$ cat config.mk
export PLATFORM = sky130hd
export DESIGN_NAME = sogc_grad
export DESIGN_NICKNAME = d
export VERILOG_FILES = /design/src/hdl/sogc_pkg.sv /design/src/hdl/sogc_grad.sv
export SDC_FILE = /design/constraint.sdc
export NUM_CORES = 1
export LEC_CHECK = 0
export ABC_AREA = 1
export BUFFER_PORTS_ARGS = -buffer_cell sky130_fd_sc_hd__buf_2
export CORE_ASPECT_RATIO = 1.25
export CORE_UTILIZATION = 30
export CTS_CLUSTER_SIZE = 16
export DETAILED_ROUTE_END_ITERATION = 6
export SYNTH_ARGS = -nofsm -noshare
export SYNTH_HDL_FRONTEND = slang
export SYNTH_SLANG_ARGS = --single-unit
export TNS_END_PERCENT = 5
$ cat constraint.sdc
create_clock -name clk -period 6.85 [get_ports clk]
set_input_delay 0.685 -clock clk [delete_from_list [all_inputs] [get_ports clk]]
set_output_delay 0.685 -clock clk [all_outputs]
set_load 0.03 [all_outputs]
$ cat src/hdl/sogc_pkg.sv
`timescale 1ns / 1ps
// ----------------------------------------------------------------------------
// Sobel-on-grid package
// Shared widths, constants and the 1-2-1 weighted sum helper.
// ----------------------------------------------------------------------------
package sogc_pkg;
	localparam int MaxLine   = 4096;
	localparam int AddrW     = $clog2(MaxLine);
	localparam int CoordW    = 5;
	localparam int CellW     = 3 * CoordW;
	localparam int LenW      = 13;
	localparam int CountW    = 12;
	localparam int GradW     = 11;
	localparam int SumW      = CoordW + 2;
	localparam int SqW       = 2 * SumW + 2;
	localparam int RadW      = SqW + 4;
	localparam int RootW     = RadW / 2;
	localparam logic [LenW-1:0] LenReset = LenW'(640);
	localparam logic [0:0] RegLineLength = 1'b0;
	// Byte address of the line length register on the configuration port.
	localparam logic [1:0] AddrLineLength = 2'(4 * RegLineLength);

	typedef logic [CellW-1:0] cell_t;

	// Weighted sum a + 2b + c of one coordinate component k.
	function automatic logic [SumW-1:0] wsum(cell_t a, cell_t b, cell_t c, int k);
		logic [SumW-1:0] r;
		r = SumW'(a[k*CoordW +: CoordW]) + {1'b0, b[k*CoordW +: CoordW], 1'b0}
			+ SumW'(c[k*CoordW +: CoordW]);
		return r;
	endfunction
endpackage

$ cat src/hdl/sogc_grad.sv
`timescale 1ns / 1ps
// ----------------------------------------------------------------------------
// Gradient unit
// Pipelined sums, squared norms and a bit-serial integer square root.
// ----------------------------------------------------------------------------
module sogc_grad (
	input  logic                          clk,
	input  logic                          arst_n,
	input  logic                          start,
	input  sogc_pkg::cell_t               a, b, c, d, e, f,
	output logic                          done,
	output logic signed [sogc_pkg::GradW-1:0] grad
);
	localparam int StepW = $clog2(sogc_pkg::RootW + 1);
	logic [sogc_pkg::SumW-1:0] s1 [3];
	logic [sogc_pkg::SumW-1:0] s2 [3];
	logic [sogc_pkg::SqW-1:0]  n1_q, n2_q, dist_q;
	logic [sogc_pkg::RadW-1:0] rem_q;
	logic [sogc_pkg::RootW-1:0] root_q;
	logic [sogc_pkg::RadW-1:0] rad_q;
	logic [StepW-1:0] step_q;
	logic busy_q, sq_q;
	logic [sogc_pkg::RadW-1:0] trial;
	logic [sogc_pkg::RadW-1:0] rem_sh;

	function automatic logic [sogc_pkg::SqW-1:0] sqd(logic [sogc_pkg::SumW-1:0] p,
		logic [sogc_pkg::SumW-1:0] q);
		logic [sogc_pkg::SumW-1:0] m;
		m = (p > q) ? p - q : q - p;
		return sogc_pkg::SqW'(m) * sogc_pkg::SqW'(m);
	endfunction

	function automatic logic [sogc_pkg::SqW-1:0] sq(logic [sogc_pkg::SumW-1:0] p);
		return sogc_pkg::SqW'(p) * sogc_pkg::SqW'(p);
	endfunction

	always_comb begin
		for (int k = 0; k < 3; k++) begin
			s1[k] = sogc_pkg::wsum(a, b, c, k);
			s2[k] = sogc_pkg::wsum(d, e, f, k);
		end
	end

	logic [sogc_pkg::SumW-1:0] s1_s1 [3];
	logic [sogc_pkg::SumW-1:0] s2_s1 [3];
	always_ff @(posedge clk) begin
		if (start) begin
			s1_s1 <= s1;
			s2_s1 <= s2;
		end
	end

	// One magnitude/norm pass; a small multiply per component.
	always_ff @(posedge clk) begin
		if (sq_q) begin
			n1_q   <= sq(s1_s1[0]) + sq(s1_s1[1]) + sq(s1_s1[2]);
			n2_q   <= sq(s2_s1[0]) + sq(s2_s1[1]) + sq(s2_s1[2]);
			dist_q <= sqd(s1_s1[0], s2_s1[0]) + sqd(s1_s1[1], s2_s1[1])
				+ sqd(s1_s1[2], s2_s1[2]);
		end
	end

	// Restoring square root, two radicand bits per cycle.
	assign rem_sh = {rem_q[sogc_pkg::RadW-3:0], rad_q[sogc_pkg::RadW-1 -: 2]};
	assign trial  = sogc_pkg::RadW'({root_q, 2'b01});

	always_ff @(posedge clk or negedge arst_n) begin
		if (!arst_n) begin
			sq_q   <= 1'b0;
			busy_q <= 1'b0;
			done   <= 1'b0;
			step_q <= '0;
		end else begin
			sq_q <= start;
			done <= !sq_q && busy_q && step_q == StepW'(sogc_pkg::RootW);
			if (sq_q) begin
				busy_q <= 1'b1;
				step_q <= '0;
			end else if (busy_q) begin
				step_q <= step_q + 1'b1;
				if (step_q == StepW'(sogc_pkg::RootW)) begin
					busy_q <= 1'b0;
				end
			end
		end
	end

	always_ff @(posedge clk) begin
		if (busy_q && step_q == '0) begin
			rad_q  <= {dist_q, 4'b0000};
			rem_q  <= '0;
			root_q <= '0;
		end else if (busy_q) begin
			rad_q <= {rad_q[sogc_pkg::RadW-3:0], 2'b00};
			if (rem_sh >= trial) begin
				rem_q  <= rem_sh - trial;
				root_q <= {root_q[sogc_pkg::RootW-2:0], 1'b1};
			end else begin
				rem_q  <= rem_sh;
				root_q <= {root_q[sogc_pkg::RootW-2:0], 1'b0};
			end
		end
	end

	always_comb begin
		grad = (n1_q < n2_q) ? -sogc_pkg::GradW'(root_q) : sogc_pkg::GradW'(root_q);
	end
endmodule

## Word-level counts from Yosys, hierarchy flattened

Index checks and enable logic that the tools add are counted.

- Memory bits (writable): 0
- ROM bits: 0
- Input port bits: 93
- Memories: 0
- Output and inout bits: 12
- Bits in latches: 0
- Register bits after elaboration: 141

- $mul: 9
- Divide/modulo/power cells: 0
- Shift-type cells: 0
- Equal/unequal tests: 1
- Muxes and demuxes: 13
- Order comparisons: 5
- $add $sub $neg: 27
- Reduce and logical (&&, ||, !) cells: 7
- Bitwise operators: 0

Operators by type and width:

| operator | number |
|---|---|
| $mul A7 B7 Y14 | 9 |
| $add A15 B14 Y16 | 3 |
| $add A14 B14 Y15 | 3 |
| $add A5 B6 Y7 | 6 |
| $add A7 B5 Y7 | 6 |
| $sub A7 B7 Y7 | 6 |
| $mux W20 | 2 |
| $gt A7 B7 Y1 | 3 |
| $mux W7 | 3 |
| $ge A20 B12 Y1 | 1 |
| $mux W18 | 1 |
| $sub A18 B12 Y18 | 1 |
| $lt A16 B16 Y1 | 1 |
| $mux W11 | 1 |
| $neg A10 Y11 | 1 |
| $mux W4 | 2 |
| $add A4 B1 Y4 const B | 1 |
| $eq A4 B4 Y1 const B | 1 |
| $logic_not A4 Y1 | 1 |
| $mux W1 | 4 |
| $reduce_bool A2 Y1 | 2 |
| $logic_and A1 B1 Y1 | 3 |
| $logic_not A1 Y1 | 1 |

## Logic depth before layout (Yosys ltp)

- Depth in word-level cells: 5
- Depth in mapped cells: 36
- Mapped depth without buffers: 34

## Worst setup path before layout

No wires, ideal clock.

- Kind: register -> register
- From: register s1_s1[2] (netlist name)
- To: register dist_q[13] (netlist name), data pin
- Path buffers: 2
- Path slack: -0.157 ns
- Cell stages (with the launch flop): 33
- Required time: 6.594 ns
- Arrival time: 6.751 ns
- Cells stage by stage: edfxtp_1 -> clkbuf_1 -> inv_1 -> ha_1 -> buf_6 -> a21oi_2 -> o21ai_2 -> nand2_1 -> o211ai_2 -> nand2_4 -> inv_2 -> nand2_1 -> nand2_2 -> nor2_2 -> inv_1 -> fa_1 -> inv_1 -> fa_1 -> fa_1 -> fa_1 -> fa_1 -> fa_1 -> inv_1 -> fa_1 -> inv_1 -> ha_1 -> a21oi_1 -> nand2_1 -> a21oi_1 -> o21ai_0 -> and2_1 -> o21bai_1 -> nand2_1

- Cells in the longest elaborated chain, start to end: 4
- Elaborated cells on any way between the ends: 6
- Classes of those cells: add/sub (3); mul (1); order compare (1); mux (1)

RTL lines:

| item | line | source |
|---|---|---|
| start: declaration | sogc_grad.sv:44 | `logic [sogc_pkg::SumW-1:0] s1_s1 [3];` |
| start signal: assignment | sogc_grad.sv:48 | `s1_s1 <= s1;` |
| $sub A7 B7 Y7 or $gt A7 B7 Y1 (tied branches) | sogc_grad.sv:29 | `m = (p > q) ? p - q : q - p;` |
| $mux W7 * | sogc_grad.sv:29 |  |
| $mul A7 B7 Y14 * | sogc_grad.sv:30 | `return sogc_pkg::SqW'(m) * sogc_pkg::SqW'(m);` |
| $add A15 B14 Y16 * | sogc_grad.sv:59 | `+ sqd(s1_s1[2], s2_s1[2]);` |
| end signal: assignment | sogc_grad.sv:58 | `dist_q <= sqd(s1_s1[0], s2_s1[0]) + sqd(s1_s1[1], s2_s1[1])` |
| end: declaration | sogc_grad.sv:17 | `logic [sogc_pkg::SqW-1:0] n1_q, n2_q, dist_q;` |

Every way passes the cells marked *; elsewhere a longest branch is shown, timed or not.
A chain may end at the register's enable or synchronous reset.

## Worst setup path after layout

- From: register s2_s1[1] (netlist name)
- To: register dist_q[13] (netlist name), data pin

- Cells in the longest elaborated chain, start to end: 4
- Elaborated cells on any way between the ends: 6
- Classes of those cells: add/sub (3); mul (1); order compare (1); mux (1)

RTL lines:

| item | line | source |
|---|---|---|
| start: declaration | sogc_grad.sv:45 | `logic [sogc_pkg::SumW-1:0] s2_s1 [3];` |
| start signal: assignment | sogc_grad.sv:49 | `s2_s1 <= s2;` |
| $sub A7 B7 Y7 or $gt A7 B7 Y1 (tied branches) | sogc_grad.sv:29 |  |
| $mux W7 * | sogc_grad.sv:29 |  |
| $mul A7 B7 Y14 * | sogc_grad.sv:30 |  |
| $add A15 B14 Y16 * | sogc_grad.sv:59 |  |

Marked as above.

==> impl_metrics.toml <==
[status]
status = "finished, final reports clean"

[run]
maxCapViolations = 0

[global_routing]
grt_usage_pct = 15.0
gr-total-overflow = 0
grt_antenna_before_repair = 3
grt_max_degree = 61
grt_pass1_wl_um = 87500
first_global_vias = 17037

[yosys]
ys_seq_area_share_pct = 17.7
ys_types = 55
synth_edf_count = 106
synth_nets = 3235
yosys-top-cells-area = "fa_1 (29%), ha_1 (17%), edfxtp_1 (14%), inv_1 (11%), nand2_1 (8.2%)"
synth_area_um2 = 22100
avgSynthCellArea_um2 = 8.73
yosysTopAreaCellShare_pct = 28.9
synth_top_flop_cell = "edfxtp_1"
synth_largest_area_cell = "fa_1"
syn_inst = 2529
synthArstFlopShare_pct = 4.96
synth-seq-cells = 141
ys.warnings.count = 0

[final_layout]
drive_gt1_share_pct = 16.5
fin_cells = 3775
diodes = 0
postLayoutCoreUtil_pct = 35.9
nets = 3516
syn_to_final_growth_pct = 17.8

[timing]
rsz0062_at_grt = "yes"
timing.final.ws_setup_ns = 0.119
drv_slew = 0
fin_skew_ns = 0.0143
period_needed_ns = 6.73
final-hold-violation-count = 0
max_freq_mhz = 149
finalSetupViolations = 0
slew_headroom_pct = 45.5
finalCritPeriodShare_pct = 98.3
worstMarginPinSlew_ns = 0.813
hold_slack_ns = 0.0765

[worst_setup_path]
r2r_setup_slack_ns = 0.12
reg2reg_to = "dist_q[13]$_DFFE_PP_"
cp.arrival_ns = 6.94
reg2reg_from = "s2_s1[1]$_DFFE_PP_"
crit_required_ns = 7.06
worst-path-max-fanout = 8
crit_path_top_delay_cell = "fa_1"
path_delay_family = "adder cells"
r2r_cells = 28
worst-path-buf-inv = 5
critPathMaxStageDelay_ns = 0.56
cp_num_cells = 28
cpMostUsedCell = "fa_1"
endpoint_kind = "register"
critical_path_class = "register to register"
start_kind = "register"
startpoint = "s2_s1[1]$_DFFE_PP_"
setup.worst_path.end = "dist_q[13]$_DFFE_PP_"

[place]
dpl.cell_count = 3718
pre_cts_ws_ns = -0.00800
gp_congestion = 0.906
port_buffers = 104
hpwl_um = 47400

[drt]
ant_nets = 0
viasPerCell = 4.38
vias = 16527
drtIter0Drc = 813
drt-pass1-iter-count = 5
drc = 0
wirelength_um = 54800
wl_per_cell_um = 14.5

[die]
io_pins = 105
die_area_um2 = 74700
rows = 110
die_w_um = 245
die-height_um = 305
core_area_um2 = 72400
start_util_pct = 30.5

[clock_tree]
clkTransAtPathRegs_ns = 0.07
numCtsBuffers = 17
cts-hold-fix-buffers = 0
cts.root.buffer_cell = "clkbuf_16"
clock_latency_ns = 0.46
cts_tree = "built"
ctsHtreeMaxLevel = 4
cts.sinks = 141
max-clock-path-buffers = 2

[min_path]
hp-class = "input pin to async pin"
layer usage:
layer  global-route usage, %  vias up  part of all wire, %  routed length (µm)
met2                    27.2      264                   52               28400
met4                    6.35        0                  4.1                2270
met3                    1.98       83                  2.7                1470
li1                        -     8275                    -                   -
met5                       0        -                    0                   0
met1                    17.6     7905                   41               22600
cells in the final DEF (no fill, tap or decap), drive strengths merged, types with 6 or more instances in the layout:
cell type,n
a211oi,6
nor3,13
clkbuf,18
o21ai,49
inv,651
nand3b,9
xnor2,36
o21bai,11
xor2,72
dfxtp,28
ha,294
edfxtp,106
nand3,91
a31oi,8
nand2,503
dfrtp,7
a21oi,93
a21o,16
nand4,20
fa,319
nor2,137
buf,302
worst min path at each step:
stage                          start  slack [ns]                     to  depth (start not counted)
2_1_floorplan                 arst_n        0.39       busy_q$_DFF_PN0_                          0
3_3_place_gp   rem_q[7]$_SDFFE_PP0P_        0.47  rem_q[7]$_SDFFE_PP0P_                          2
3_5_place_dp   rem_q[6]$_SDFFE_PP0P_        0.48  rem_q[6]$_SDFFE_PP0P_                          2
4_1_cts                       arst_n        0.06         done$_DFF_PN0_                          1
5_1_grt                       arst_n        0.07         done$_DFF_PN0_                          1
6_report                      arst_n        0.08         done$_DFF_PN0_                          1
stage by stage:
| step | TNS [ns] | area, µm² |
|---|---|---|
| floorplan | 0 | 22100 |
| detailed placement | -0.00800 | 24900 |
| global route | -0.744 | 26000 |
| CTS | -0.00570 | 25500 |
| finish | 0 | 26000 |
| global placement | 0 | 24900 |
Yosys cell counts (3+ instances only):
| library cell | number |
|---|---|
| a211oi_1 | 6 |
| a21o_1 | 16 |
| a21oi_1 | 89 |
| a21oi_2 | 3 |
| a221oi_1 | 3 |
| a31oi_1 | 8 |
| buf_2 | 4 |
| buf_4 | 4 |
| buf_6 | 5 |
| clkbuf_1 | 24 |
| dfrtp_1 | 7 |
| dfxtp_1 | 28 |
| edfxtp_1 | 106 |
| fa_1 | 319 |
| ha_1 | 294 |
| inv_1 | 636 |
| inv_2 | 9 |
| nand2_1 | 481 |
| nand2_2 | 20 |
| nand3_1 | 88 |
| nand3b_1 | 9 |
| nand4_1 | 17 |
| nand4_2 | 3 |
| nor2_1 | 128 |
| nor2_2 | 7 |
| nor3_1 | 13 |
| o21ai_0 | 41 |
| o21ai_2 | 6 |
| o21bai_1 | 11 |
| or2_2 | 5 |
| xnor2_1 | 36 |
| xor2_1 | 72 |
flip-flops by register name, indices dropped and copies added (netlist names), 4 cells and up:
| signal | count |
|---|---|
| rad_q | 16 |
| step_q | 4 |
| root_q | 10 |
| rem_q | 18 |
| n1_q | 16 |
| n2_q | 16 |
| dist_q | 16 |
| s2_s1 | 21 |
| s1_s1 | 21 |
kinds of logic (layout without fill, tap and decap cells):
| kind of cell | after synthesis | count (layout) | share of synthesized area, % |
|---|---|---|---|
| and+or+nand+nor | 783 | 783 | 15.1 |
| buffers and inverters | 687 | 981 | 12.0 |
| adders and majority gates | 613 | 613 | 45.6 |
| AOI/OAI and AO/OA | 196 | 196 | 5.30 |
| DFF | 141 | 141 | 17.7 |
| xor gates and xnor gates | 108 | 108 | 4.28 |
| muxes | 1 | 1 | 0.0453 |
what timing repair did:
action | CTS | global route
gates resized for setup | 2 | 79
setup buffers | 0 | 25
pin swaps | 0 | 33
setup endpoints to repair | 2 | 10
hold endpoints to repair | 0 | 0
area by class of cell:
class                           instances  area, µm²
Timing Repair Buffer                  302       2020
Tap cell                              952       1190
Fill cell                            7497      46400
Clock buffer                           18        429
Inverter                              647       2430
Sequential cell                       141       3920
Clock inverter                         14        184
Multi-Input combinational cell       1701      15800
Power is not shown: default switching activity piles up to over one toggle a cycle in this logic, so the estimate is an artifact.
